## config.mk

```make
export PLATFORM = sky130hd
export DESIGN_NAME = battery_level_monitor_flat
export DESIGN_NICKNAME = d
export VERILOG_FILES = /design/src/sv/blm_pkg.sv /design/src/sv/blm_stream_if.sv /design/src/sv/blm_cfg_regs.sv /design/src/sv/blm_core.sv /design/src/sv/battery_level_monitor.sv /design/src/flat_wrapper.sv
export SDC_FILE = /design/constraint.sdc
export NUM_CORES = 1
export LEC_CHECK = 0
export BUFFER_PORTS_ARGS = -buffer_cell sky130_fd_sc_hd__buf_2
export CORE_MARGIN = 2
export CORE_UTILIZATION = 35
export CTS_BUF_LIST = sky130_fd_sc_hd__clkbuf_8
export DETAILED_ROUTE_END_ITERATION = 10
export GPL_ROUTABILITY_DRIVEN = 0
export SYNTH_ARGS = -nofsm -noshare
export SYNTH_HDL_FRONTEND = slang
export SYNTH_SLANG_ARGS = --single-unit
```

## constraint.sdc

```tcl
create_clock -name i_clk -period 3.6 [get_ports i_clk]
set_input_delay 0.18 -clock i_clk [delete_from_list [all_inputs] [get_ports i_clk]]
set_output_delay 0.18 -clock i_clk [all_outputs]
set_load 0.005 [all_outputs]
```

## src/sv/blm_pkg.sv

```systemverilog
// ----------------------------------------------------------------------------
// blm_pkg
// Shared types and constants for the battery level monitor: payload structs,
// configuration set, register indexes, event codes, reset values and timing constants.
// ----------------------------------------------------------------------------
package blm_pkg;

    // Field widths
    localparam int MV_W      = 13;
    localparam int PCT_W     = 7;
    localparam int EV_W      = 3;
    localparam int LVL_W     = 8;
    localparam int CFG_IDX_W = 3;
    localparam int CFG_DAT_W = 13;
    localparam int TICK8_W   = 8;
    localparam int FULL_W    = 10;
    localparam int RECOV_W   = 5;

    // Event codes
    localparam logic [EV_W-1:0] EV_NONE        = 3'd0;
    localparam logic [EV_W-1:0] EV_LOW_WARN    = 3'd1;
    localparam logic [EV_W-1:0] EV_FULL        = 3'd2;
    localparam logic [EV_W-1:0] EV_SHUTDOWN    = 3'd3;
    localparam logic [EV_W-1:0] EV_LOW_CLEARED = 3'd4;

    // Configuration register indexes
    localparam logic [CFG_IDX_W-1:0] REG_LOW_WARN_MV       = 3'd0;
    localparam logic [CFG_IDX_W-1:0] REG_LOW_CANCEL_MV     = 3'd1;
    localparam logic [CFG_IDX_W-1:0] REG_SHUTDOWN_MV       = 3'd2;
    localparam logic [CFG_IDX_W-1:0] REG_FULL_MV           = 3'd3;
    localparam logic [CFG_IDX_W-1:0] REG_RECHARGE_MV       = 3'd4;
    localparam logic [CFG_IDX_W-1:0] REG_LOW_DETECT_TICKS  = 3'd5;
    localparam logic [CFG_IDX_W-1:0] REG_SHUTDOWN_TICKS    = 3'd6;
    localparam logic [CFG_IDX_W-1:0] REG_FULL_DETECT_TICKS = 3'd7;

    // Configuration reset values
    localparam logic [MV_W-1:0]    RST_LOW_WARN_MV       = 13'd3550;
    localparam logic [MV_W-1:0]    RST_LOW_CANCEL_MV     = 13'd3750;
    localparam logic [MV_W-1:0]    RST_SHUTDOWN_MV       = 13'd3400;
    localparam logic [MV_W-1:0]    RST_FULL_MV           = 13'd4050;
    localparam logic [MV_W-1:0]    RST_RECHARGE_MV       = 13'd4000;
    localparam logic [TICK8_W-1:0] RST_LOW_DETECT_TICKS  = 8'd30;
    localparam logic [TICK8_W-1:0] RST_SHUTDOWN_TICKS    = 8'd20;
    localparam logic [FULL_W-1:0]  RST_FULL_DETECT_TICKS = 10'd180;

    // Fixed timing constants
    localparam logic [TICK8_W-1:0] REPEAT_WARN_TICKS = 8'd90;
    localparam logic [RECOV_W-1:0] RECOVER_TICKS     = 5'd15;
    localparam logic [FULL_W-1:0]  FULL_DROP_TICKS   = 10'd600;
    localparam logic [PCT_W-1:0]   PCT_FULL          = 7'd100;

    typedef struct packed {
        logic [MV_W-1:0]  battery_mv;
        logic             charger_on;
        logic [PCT_W-1:0] charge_percent;
    } t_in_item;

    typedef struct packed {
        logic [EV_W-1:0]         event_code;
        logic signed [LVL_W-1:0] level_report;
        logic                    low_active;
    } t_out_item;

    typedef struct packed {
        logic [MV_W-1:0]    low_warn_mv;
        logic [MV_W-1:0]    low_cancel_mv;
        logic [MV_W-1:0]    shutdown_mv;
        logic [MV_W-1:0]    full_mv;
        logic [MV_W-1:0]    recharge_mv;
        logic [TICK8_W-1:0] low_detect_ticks;
        logic [TICK8_W-1:0] shutdown_ticks;
        logic [FULL_W-1:0]  full_detect_ticks;
    } t_cfg;

endpackage

```

## src/sv/blm_stream_if.sv

```systemverilog
// ----------------------------------------------------------------------------
// blm_stream_if
// Valid/ready stream channel carrying one payload item per transfer.
// ----------------------------------------------------------------------------
interface blm_stream_if #(
    parameter type t_payload = logic
);
    logic     valid;
    logic     ready;
    t_payload data;

    modport source (output valid, output data, input ready);
    modport sink   (input valid, input data, output ready);
endinterface

```

## src/sv/blm_cfg_regs.sv

```systemverilog
// ----------------------------------------------------------------------------
// blm_cfg_regs
// Threshold and debounce registers, written through a plain indexed port.
// ----------------------------------------------------------------------------
module blm_cfg_regs (
    input  logic                           i_clk,
    input  logic                           i_rst_n,
    input  logic                           i_cfg_we,
    input  logic [blm_pkg::CFG_IDX_W-1:0]  i_cfg_idx,
    input  logic [blm_pkg::CFG_DAT_W-1:0]  i_cfg_wdata,
    output blm_pkg::t_cfg                  o_cfg
);

    blm_pkg::t_cfg r_cfg;

    // Load defaults on reset, update one register per write
    always_ff @(posedge i_clk) begin
        if (!i_rst_n) begin
            r_cfg.low_warn_mv       <= blm_pkg::RST_LOW_WARN_MV;
            r_cfg.low_cancel_mv     <= blm_pkg::RST_LOW_CANCEL_MV;
            r_cfg.shutdown_mv       <= blm_pkg::RST_SHUTDOWN_MV;
            r_cfg.full_mv           <= blm_pkg::RST_FULL_MV;
            r_cfg.recharge_mv       <= blm_pkg::RST_RECHARGE_MV;
            r_cfg.low_detect_ticks  <= blm_pkg::RST_LOW_DETECT_TICKS;
            r_cfg.shutdown_ticks    <= blm_pkg::RST_SHUTDOWN_TICKS;
            r_cfg.full_detect_ticks <= blm_pkg::RST_FULL_DETECT_TICKS;
        end else if (i_cfg_we) begin
            unique case (i_cfg_idx)
                blm_pkg::REG_LOW_WARN_MV: begin
                    r_cfg.low_warn_mv <= i_cfg_wdata[blm_pkg::MV_W-1:0];
                end
                blm_pkg::REG_LOW_CANCEL_MV: begin
                    r_cfg.low_cancel_mv <= i_cfg_wdata[blm_pkg::MV_W-1:0];
                end
                blm_pkg::REG_SHUTDOWN_MV: begin
                    r_cfg.shutdown_mv <= i_cfg_wdata[blm_pkg::MV_W-1:0];
                end
                blm_pkg::REG_FULL_MV: begin
                    r_cfg.full_mv <= i_cfg_wdata[blm_pkg::MV_W-1:0];
                end
                blm_pkg::REG_RECHARGE_MV: begin
                    r_cfg.recharge_mv <= i_cfg_wdata[blm_pkg::MV_W-1:0];
                end
                blm_pkg::REG_LOW_DETECT_TICKS: begin
                    r_cfg.low_detect_ticks <= i_cfg_wdata[blm_pkg::TICK8_W-1:0];
                end
                blm_pkg::REG_SHUTDOWN_TICKS: begin
                    r_cfg.shutdown_ticks <= i_cfg_wdata[blm_pkg::TICK8_W-1:0];
                end
                blm_pkg::REG_FULL_DETECT_TICKS: begin
                    r_cfg.full_detect_ticks <= i_cfg_wdata[blm_pkg::FULL_W-1:0];
                end
                default: begin
                end
            endcase
        end
    end

    assign o_cfg = r_cfg;

endmodule

```

## src/sv/blm_core.sv

```systemverilog
// ----------------------------------------------------------------------------
// blm_core
// Monitor state and per-tick decision logic. Computes the result for the
// item presented and commits the new state when the item advances.
// ----------------------------------------------------------------------------
module blm_core (
    input  logic               i_clk,
    input  logic               i_rst_n,
    input  logic               i_adv,
    input  blm_pkg::t_in_item  i_item,
    input  blm_pkg::t_cfg      i_cfg,
    output blm_pkg::t_out_item o_result
);

    localparam logic [blm_pkg::TICK8_W-1:0] TICK8_MAX = '1;
    localparam logic [blm_pkg::FULL_W-1:0]  FULL_MAX  = '1;
    localparam logic [blm_pkg::RECOV_W-1:0] RECOV_MAX = '1;

    logic                          r_low_mode,        n_low_mode;
    logic                          r_charging_seen,   n_charging_seen;
    logic                          r_full_seen,       n_full_seen;
    logic [blm_pkg::TICK8_W-1:0]   r_low_counter,     n_low_counter;
    logic [blm_pkg::TICK8_W-1:0]   r_off_counter,     n_off_counter;
    logic [blm_pkg::RECOV_W-1:0]   r_recover_counter, n_recover_counter;
    logic [blm_pkg::FULL_W-1:0]    r_full_counter,    n_full_counter;

    logic [blm_pkg::TICK8_W-1:0]   w_low_inc;
    logic [blm_pkg::TICK8_W-1:0]   w_off_inc;
    logic [blm_pkg::RECOV_W-1:0]   w_recover_inc;
    logic [blm_pkg::FULL_W-1:0]    w_full_inc;
    logic [blm_pkg::EV_W-1:0]      w_event;
    logic [blm_pkg::MV_W-1:0]      w_mv;

    // Saturating increments
    assign w_low_inc     = (r_low_counter == TICK8_MAX) ? r_low_counter
                                                        : r_low_counter + 8'd1;
    assign w_off_inc     = (r_off_counter == TICK8_MAX) ? r_off_counter
                                                        : r_off_counter + 8'd1;
    assign w_recover_inc = (r_recover_counter == RECOV_MAX) ? r_recover_counter
                                                            : r_recover_counter + 5'd1;
    assign w_full_inc    = (r_full_counter == FULL_MAX) ? r_full_counter
                                                        : r_full_counter + 10'd1;
    assign w_mv = i_item.battery_mv;

    // Voltage check, then charger handling
    always_comb begin
        n_low_mode        = r_low_mode;
        n_charging_seen   = r_charging_seen;
        n_full_seen       = r_full_seen;
        n_low_counter     = r_low_counter;
        n_off_counter     = r_off_counter;
        n_recover_counter = r_recover_counter;
        n_full_counter    = r_full_counter;
        w_event           = blm_pkg::EV_NONE;

        if (!r_low_mode) begin
            if (w_mv < i_cfg.low_warn_mv) begin
                n_low_counter = w_low_inc;
                if (w_low_inc > i_cfg.low_detect_ticks) begin
                    n_low_mode    = 1'b1;
                    n_low_counter = '0;
                    w_event       = blm_pkg::EV_LOW_WARN;
                end
            end else begin
                if (r_charging_seen) begin
                    if (!r_full_seen) begin
                        // count toward full charge
                        if (w_mv >= i_cfg.full_mv) begin
                            n_full_counter = w_full_inc;
                            if (w_full_inc >= i_cfg.full_detect_ticks) begin
                                n_full_seen    = 1'b1;
                                n_full_counter = '0;
                                w_event        = blm_pkg::EV_FULL;
                            end
                        end else begin
                            n_full_counter = '0;
                        end
                    end else begin
                        // count toward dropping the full flag
                        if (w_mv < i_cfg.recharge_mv) begin
                            n_full_counter = w_full_inc;
                            if (w_full_inc >= blm_pkg::FULL_DROP_TICKS) begin
                                n_full_seen    = 1'b0;
                                n_full_counter = '0;
                            end
                        end else begin
                            n_full_counter = '0;
                        end
                    end
                end else begin
                    n_full_counter = '0;
                    n_full_seen    = 1'b0;
                end
                n_low_counter = '0;
            end
        end else begin
            if (w_mv < i_cfg.shutdown_mv) begin
                n_recover_counter = '0;
                n_off_counter     = w_off_inc;
                if (w_off_inc > i_cfg.shutdown_ticks) begin
                    n_off_counter = '0;
                    w_event       = blm_pkg::EV_SHUTDOWN;
                end
            end else if (w_mv > i_cfg.low_cancel_mv) begin
                n_off_counter     = '0;
                n_recover_counter = w_recover_inc;
                if (w_recover_inc > blm_pkg::RECOVER_TICKS) begin
                    n_low_mode        = 1'b0;
                    n_recover_counter = '0;
                    w_event           = blm_pkg::EV_LOW_CLEARED;
                end
            end else begin
                // repeat the warning periodically
                n_low_counter = w_low_inc;
                if (w_low_inc > blm_pkg::REPEAT_WARN_TICKS) begin
                    n_low_counter = '0;
                    w_event       = blm_pkg::EV_LOW_WARN;
                end
                n_recover_counter = '0;
                n_off_counter     = '0;
            end
        end

        // Charger insertion drops low mode silently
        if (i_item.charger_on && !r_charging_seen && !n_full_seen) begin
            n_charging_seen   = 1'b1;
            n_low_mode        = 1'b0;
            n_recover_counter = '0;
        end else if (!i_item.charger_on) begin
            n_charging_seen = 1'b0;
        end
    end

    // Commit state when the item moves to the result register
    always_ff @(posedge i_clk) begin
        if (!i_rst_n) begin
            r_low_mode        <= 1'b0;
            r_charging_seen   <= 1'b0;
            r_full_seen       <= 1'b0;
            r_low_counter     <= '0;
            r_off_counter     <= '0;
            r_recover_counter <= '0;
            r_full_counter    <= '0;
        end else if (i_adv) begin
            r_low_mode        <= n_low_mode;
            r_charging_seen   <= n_charging_seen;
            r_full_seen       <= n_full_seen;
            r_low_counter     <= n_low_counter;
            r_off_counter     <= n_off_counter;
            r_recover_counter <= n_recover_counter;
            r_full_counter    <= n_full_counter;
        end
    end

    // Assemble the result
    always_comb begin
        o_result.event_code = w_event;
        if (i_item.charger_on && (i_item.charge_percent < blm_pkg::PCT_FULL)) begin
            o_result.level_report = -8'sd1;
        end else begin
            o_result.level_report = $signed({1'b0, i_item.charge_percent});
        end
        o_result.low_active = n_low_mode;
    end

    // Recovery always leaves low mode
    a_cleared_not_low: assert property (@(posedge i_clk) disable iff (!i_rst_n)
        (i_adv && w_event == blm_pkg::EV_LOW_CLEARED) |=> !r_low_mode)
        else $error("low mode still set after recovery event");

    // Full charge is only declared while charging was seen
    a_full_needs_charge: assert property (@(posedge i_clk) disable iff (!i_rst_n)
        (i_adv && w_event == blm_pkg::EV_FULL) |-> r_charging_seen)
        else $error("full event without charger");

    // Shutdown request only from low mode
    a_shutdown_in_low: assert property (@(posedge i_clk) disable iff (!i_rst_n)
        (i_adv && w_event == blm_pkg::EV_SHUTDOWN) |-> r_low_mode)
        else $error("shutdown request outside low mode");

endmodule

```

## src/sv/battery_level_monitor.sv

```systemverilog
// ----------------------------------------------------------------------------
// battery_level_monitor
// Per-tick battery supervisor: low warning, shutdown request, recovery and
// full-charge detection with debounce counters and a configurable threshold set.
// ----------------------------------------------------------------------------
// Pipeline: an input transfer is held in the input register, then its result
//   is held in the result register.
// Throughput: one item per cycle unless the output stalls; the monitor state
//   updates in a single pass as the item moves from input to result register.
// Reset (synchronous, active low): clears the pipeline valids and monitor
//   state, and loads the default thresholds.
// ----------------------------------------------------------------------------
module battery_level_monitor (
    input  logic                          i_clk,
    input  logic                          i_rst_n,
    blm_stream_if.sink                    i_in,
    blm_stream_if.source                  o_out,
    input  logic                          i_cfg_we,
    input  logic [blm_pkg::CFG_IDX_W-1:0] i_cfg_idx,
    input  logic [blm_pkg::CFG_DAT_W-1:0] i_cfg_wdata
);

    blm_pkg::t_cfg      w_cfg;
    blm_pkg::t_out_item w_result;
    blm_pkg::t_in_item  r_s1_item;
    blm_pkg::t_out_item r_out_data;
    logic               r_s1_valid;
    logic               r_out_valid;
    logic               w_out_free;
    logic               w_adv;
    logic               w_in_xfer;

    blm_cfg_regs u_cfg (
        .i_clk       (i_clk),
        .i_rst_n     (i_rst_n),
        .i_cfg_we    (i_cfg_we),
        .i_cfg_idx   (i_cfg_idx),
        .i_cfg_wdata (i_cfg_wdata),
        .o_cfg       (w_cfg)
    );

    blm_core u_core (
        .i_clk    (i_clk),
        .i_rst_n  (i_rst_n),
        .i_adv    (w_adv),
        .i_item   (r_s1_item),
        .i_cfg    (w_cfg),
        .o_result (w_result)
    );

    // Pipeline flow control
    assign w_out_free = !r_out_valid || o_out.ready;
    assign w_adv      = r_s1_valid && w_out_free;
    assign i_in.ready = !r_s1_valid || w_adv;
    assign w_in_xfer  = i_in.valid && i_in.ready;

    // Advance valid flags
    always_ff @(posedge i_clk) begin
        if (!i_rst_n) begin
            r_s1_valid  <= 1'b0;
            r_out_valid <= 1'b0;
        end else begin
            r_s1_valid  <= w_in_xfer || (r_s1_valid && !w_adv);
            r_out_valid <= w_adv || (r_out_valid && !o_out.ready);
        end
    end

    // Hold payloads
    always_ff @(posedge i_clk) begin
        if (w_in_xfer) begin
            r_s1_item <= i_in.data;
        end
        if (w_adv) begin
            r_out_data <= w_result;
        end
    end

    assign o_out.valid = r_out_valid;
    assign o_out.data  = r_out_data;

    // An item that advances always lands in the result register
    a_adv_fills_out: assert property (@(posedge i_clk) disable iff (!i_rst_n)
        w_adv |=> r_out_valid)
        else $error("advanced item lost");

    // A stalled input stage blocks new transfers
    a_stall_blocks_in: assert property (@(posedge i_clk) disable iff (!i_rst_n)
        (r_s1_valid && !w_adv) |-> !i_in.ready)
        else $error("input accepted over a stalled item");

    // Event codes stay within the defined set
    a_event_range: assert property (@(posedge i_clk) disable iff (!i_rst_n)
        r_out_valid |-> (r_out_data.event_code <= blm_pkg::EV_LOW_CLEARED))
        else $error("undefined event code");

endmodule
```

## src/flat_wrapper.sv

```systemverilog
// flat-port wrapper written by rule: the top's interface ports become plain ports
module battery_level_monitor_flat 
  (i_clk, i_rst_n, i_cfg_we, i_cfg_idx, i_cfg_wdata, i_in_valid, i_in_data, i_in_ready, o_out_valid, o_out_data, o_out_ready);
  blm_stream_if i_in_i ();
  blm_stream_if o_out_i ();
  input  logic i_clk;
  input  logic i_rst_n;
  input  logic i_cfg_we;
  input  logic [blm_pkg::CFG_IDX_W-1:0] i_cfg_idx;
  input  logic [blm_pkg::CFG_DAT_W-1:0] i_cfg_wdata;
  input wire logic [$bits(i_in_i.valid)-1:0] i_in_valid;
  input wire logic [$bits(i_in_i.data)-1:0] i_in_data;
  output wire logic [$bits(i_in_i.ready)-1:0] i_in_ready;
  output wire logic [$bits(o_out_i.valid)-1:0] o_out_valid;
  output wire logic [$bits(o_out_i.data)-1:0] o_out_data;
  input wire logic [$bits(o_out_i.ready)-1:0] o_out_ready;
  assign i_in_i.valid = i_in_valid;
  assign i_in_i.data = i_in_data;
  assign i_in_ready = i_in_i.ready;
  assign o_out_valid = o_out_i.valid;
  assign o_out_data = o_out_i.data;
  assign o_out_i.ready = o_out_ready;
  battery_level_monitor u_core (.i_clk(i_clk), .i_rst_n(i_rst_n), .i_in(i_in_i), .o_out(o_out_i), .i_cfg_we(i_cfg_we), .i_cfg_idx(i_cfg_idx), .i_cfg_wdata(i_cfg_wdata));
endmodule
```

==> metrics.txt <==
DP Wirelength=4230 um; worst-margin pin slew=roughly 0.77 ns; Reg2Reg Setup Slack=0.33 ns; FF-to-FF End=u_core.u_core.r_low_counter[6]; Power Density=about 330 nW/um2; adder-cell share of the synthesized area=0.0341; endpoints failing hold=0; wire per inst=approximately 13 um; worst path bufs/invs=0; slowest cell delay on critical path=around 0.35 ns; Post-Syn Nets=347; Ys Warns=0; mux cell area share after synthesis=0.00452; Final Setup Violations=0; core area=6830 um2; vias in the first global route=approximately 2000; sequential area share after synthesis=0.373; Synth Area in Compound Gates=0.215; port bufs=23; count of cell types in the netlist=51; RSZ-0062 raised after global routing=no; syn avg cell area=between 7 and 8 um2; Die Area=7820 um2; total track usage=0.155; number of synthesized flops with an enable pin=1; initial drt markers=~110; crit path DAT=approximately 3.5 ns; design area=2800 um2; Worst Path Max Fanout=7; register bit total from synthesis=46; status=finished, final reports clean; Residual DRC=0; antenna cells=0; worst-skew pair later-pin latency=approximately 0.30 ns; Max Cap Violations=0; Synth Area in XOR/XNOR=0.00702; # nets final=367; Synth Instances=319; utilization after layout=0.410; clock-pin slew on the worst setup and hold paths=approximately 0.09 ns; P&R area growth vs syn=12.2%; fraction of registers with async set/reset=0; final worst path period need=~3.3 ns; CTS tree=yes; slowest CP cell=dfxtp_1; Die W=about 88 um; CP Data Required Time=between 3 and 4 ns; CP Depth=13; peak supply drop=approximately 0.25 mV; Place WS=0.245 ns; vias=~2200; crit-path cells=ha_1 -> and3_4 -> nand2_1 -> a21oi_1 -> ha_1 -> nor2b_1 -> maj3_1 -> o221a_1 -> o221ai_1 -> a211oi_2 -> a2bb2oi_2 -> nand2b_1 -> o22ai_1; Via density=between 5 and 6; Period Utilization, post-route=0.910; first-pass GRT wire length=approximately 9700 um; layout cell share with drive strength beyond 1=0.156; final WL=approximately 5800 um; TritonCTS sink count=46; post-route ant nets=0; IO Count=25; WHS=0.101 ns; Placed Area=2710 um2; final worst clock skew=around 0.0052 ns; Crit Path Category=flip-flop to flip-flop; Longest Clk Path Bufs=2; grt total ovfl=0; Die Ht=~88 um; most used cell along the critical path=ha_1; Clock Root Buffer=clkbuf_8; CP delay by family, top=compound AO/OA/AOI/OAI gates; largest family of logic cells by synthesized area=simple AND/OR/NAND/NOR gates; Lkg Pwr=roughly 1.1 nW; Worst Setup End Kind=flip-flop; Post-synth top flop=dfxtp_1; Highest Signal Layer=met4; met3 WL=152 um; Detail Route met2 WL=2770 um; Max Freq=about 310 MHz; min-delay worst type=input port to flip-flop; Mapped Area=approximately 2500 um2; largest net degree at the start of global routing=49; final worst slack=0.326 ns; initial antenna violation count=0; Critical Path End=u_core.u_core.r_low_counter[6]; Final Max Tran Viols=0; Num CTS Buffers=5; R2R depth=13; crit path from=u_core.u_core.r_low_counter[1]; WL met1=~2800 um; CTS H-Tree Depth=2; Rel. slew slack=0.490; worst reg2reg startpoint=u_core.u_core.r_low_counter[1]; Pre-antenna DRT Iters=4; Initial Utilization=0.365; setup TNS=0 ns; row count=30; Post-Synth Simple-Gate Area=0.307; CP startpoint kind=flip-flop
==> synth_stat cells, drive strengths merged (7+ instances only) <==
cell type  count  area share
a31oi          7       0.018
dfxtp         45        0.36
nand2         81        0.12
a21boi        18       0.054
nand3         24       0.048
nor2          12       0.018
nor2b          9       0.023
clkbuf        14       0.021
nor4           7       0.018
inv            8       0.012
buf            9       0.026
a21oi          7       0.016
==> stage by stage <==
stage	instances	total power, mW
4_1_cts	436	0.938
5_1_grt	436	0.968
3_5_place_dp	428	0.628
2_1_floorplan	319	0.597
3_3_place_gp	428	0.626
6_report	436	0.929
==> power by group <==
part	leakage, nW	switching [mW]	total, mW	internal, mW
registers	0.376	0.00742	0.532	0.524
logic	0.680	0.0477	0.0841	0.0363
clock network	0.0493	0.179	0.314	0.135
total	1.11	0.234	0.929	0.695
==> tightest hold or removal path: stages <==
cell	delay (ns)
buf_2	0.09
nand2_1	0.04
nand3_1	0.06
==> state kept, by name, summed over array words and instances (netlist names) <==
| name | cells |
|---|---|
| u_core.u_core.r_low_counter | 8 |
| u_core.o_out.valid | 1 |
| u_core.u_core.r_low_mode | 1 |
| u_core.u_cfg.o_cfg | 34 |
| u_core.o_out.data | 1 |
| u_core.r_s1_valid | 1 |
==> final cells by class <==
type | instances | area [um2]
clock buffer | 5 | 68.8
clock inverter | 3 | 17.5
fill | 758 | 4030
inverter | 8 | 30.0
multi-input combinational | 242 | 1420
sequential | 46 | 933
tap | 96 | 120
timing repair buffer | 36 | 213
==> cells in the final DEF, fill, tap and decap left out, types with 7 or more instances in the layout <==
cell,netlist,layout
nand2_1,81,81
nor4_1,7,7
dfxtp_1,45,43
nor2_1,12,12
buf_4,3,13
a21boi_0,18,18
nand3_1,24,24
a31oi_1,7,7
nor2b_1,9,9
inv_1,8,9
buf_2,4,23
==> how the worst min path moves through the flow <==
stage / cells past startpoint / endpoint / startpoint
final: 3 / u_core.u_cfg.o_cfg[86] / i_cfg_wdata[8]
after global routing: 3 / u_core.u_cfg.o_cfg[86] / i_cfg_wdata[8]
after CTS: 3 / u_core.u_cfg.o_cfg[89] / i_cfg_wdata[11]
after detailed placement: 3 / u_core.u_cfg.o_cfg[89] / i_cfg_wdata[11]
after global placement: 3 / u_core.u_cfg.o_cfg[86] / i_cfg_wdata[8]
after floorplan: 2 / u_core.u_cfg.o_cfg[19] / i_cfg_wdata[1]
==> logic make-up after synthesis <==
kind of cell	Yosys count
simple gates	162
compound gates	70
flops	46
buf+inv	31
fa+ha+maj	7
xor+xnor	2
mux	1
==> layer usage <==
metal	track usage	up-vias
met5	0	-
met4	0.0441	0
met3	0.0280	7
met2	0.258	46
met1	0.206	1027
li1	-	1162
==> timing repair <==
action	CTS	global route
hold endpoints to repair	0	0
gates resized for setup	0	2
buffers inserted	0	0
hold buffers	0	0
setup endpoints to repair	0	5
(Power assumes the default switching activity.)
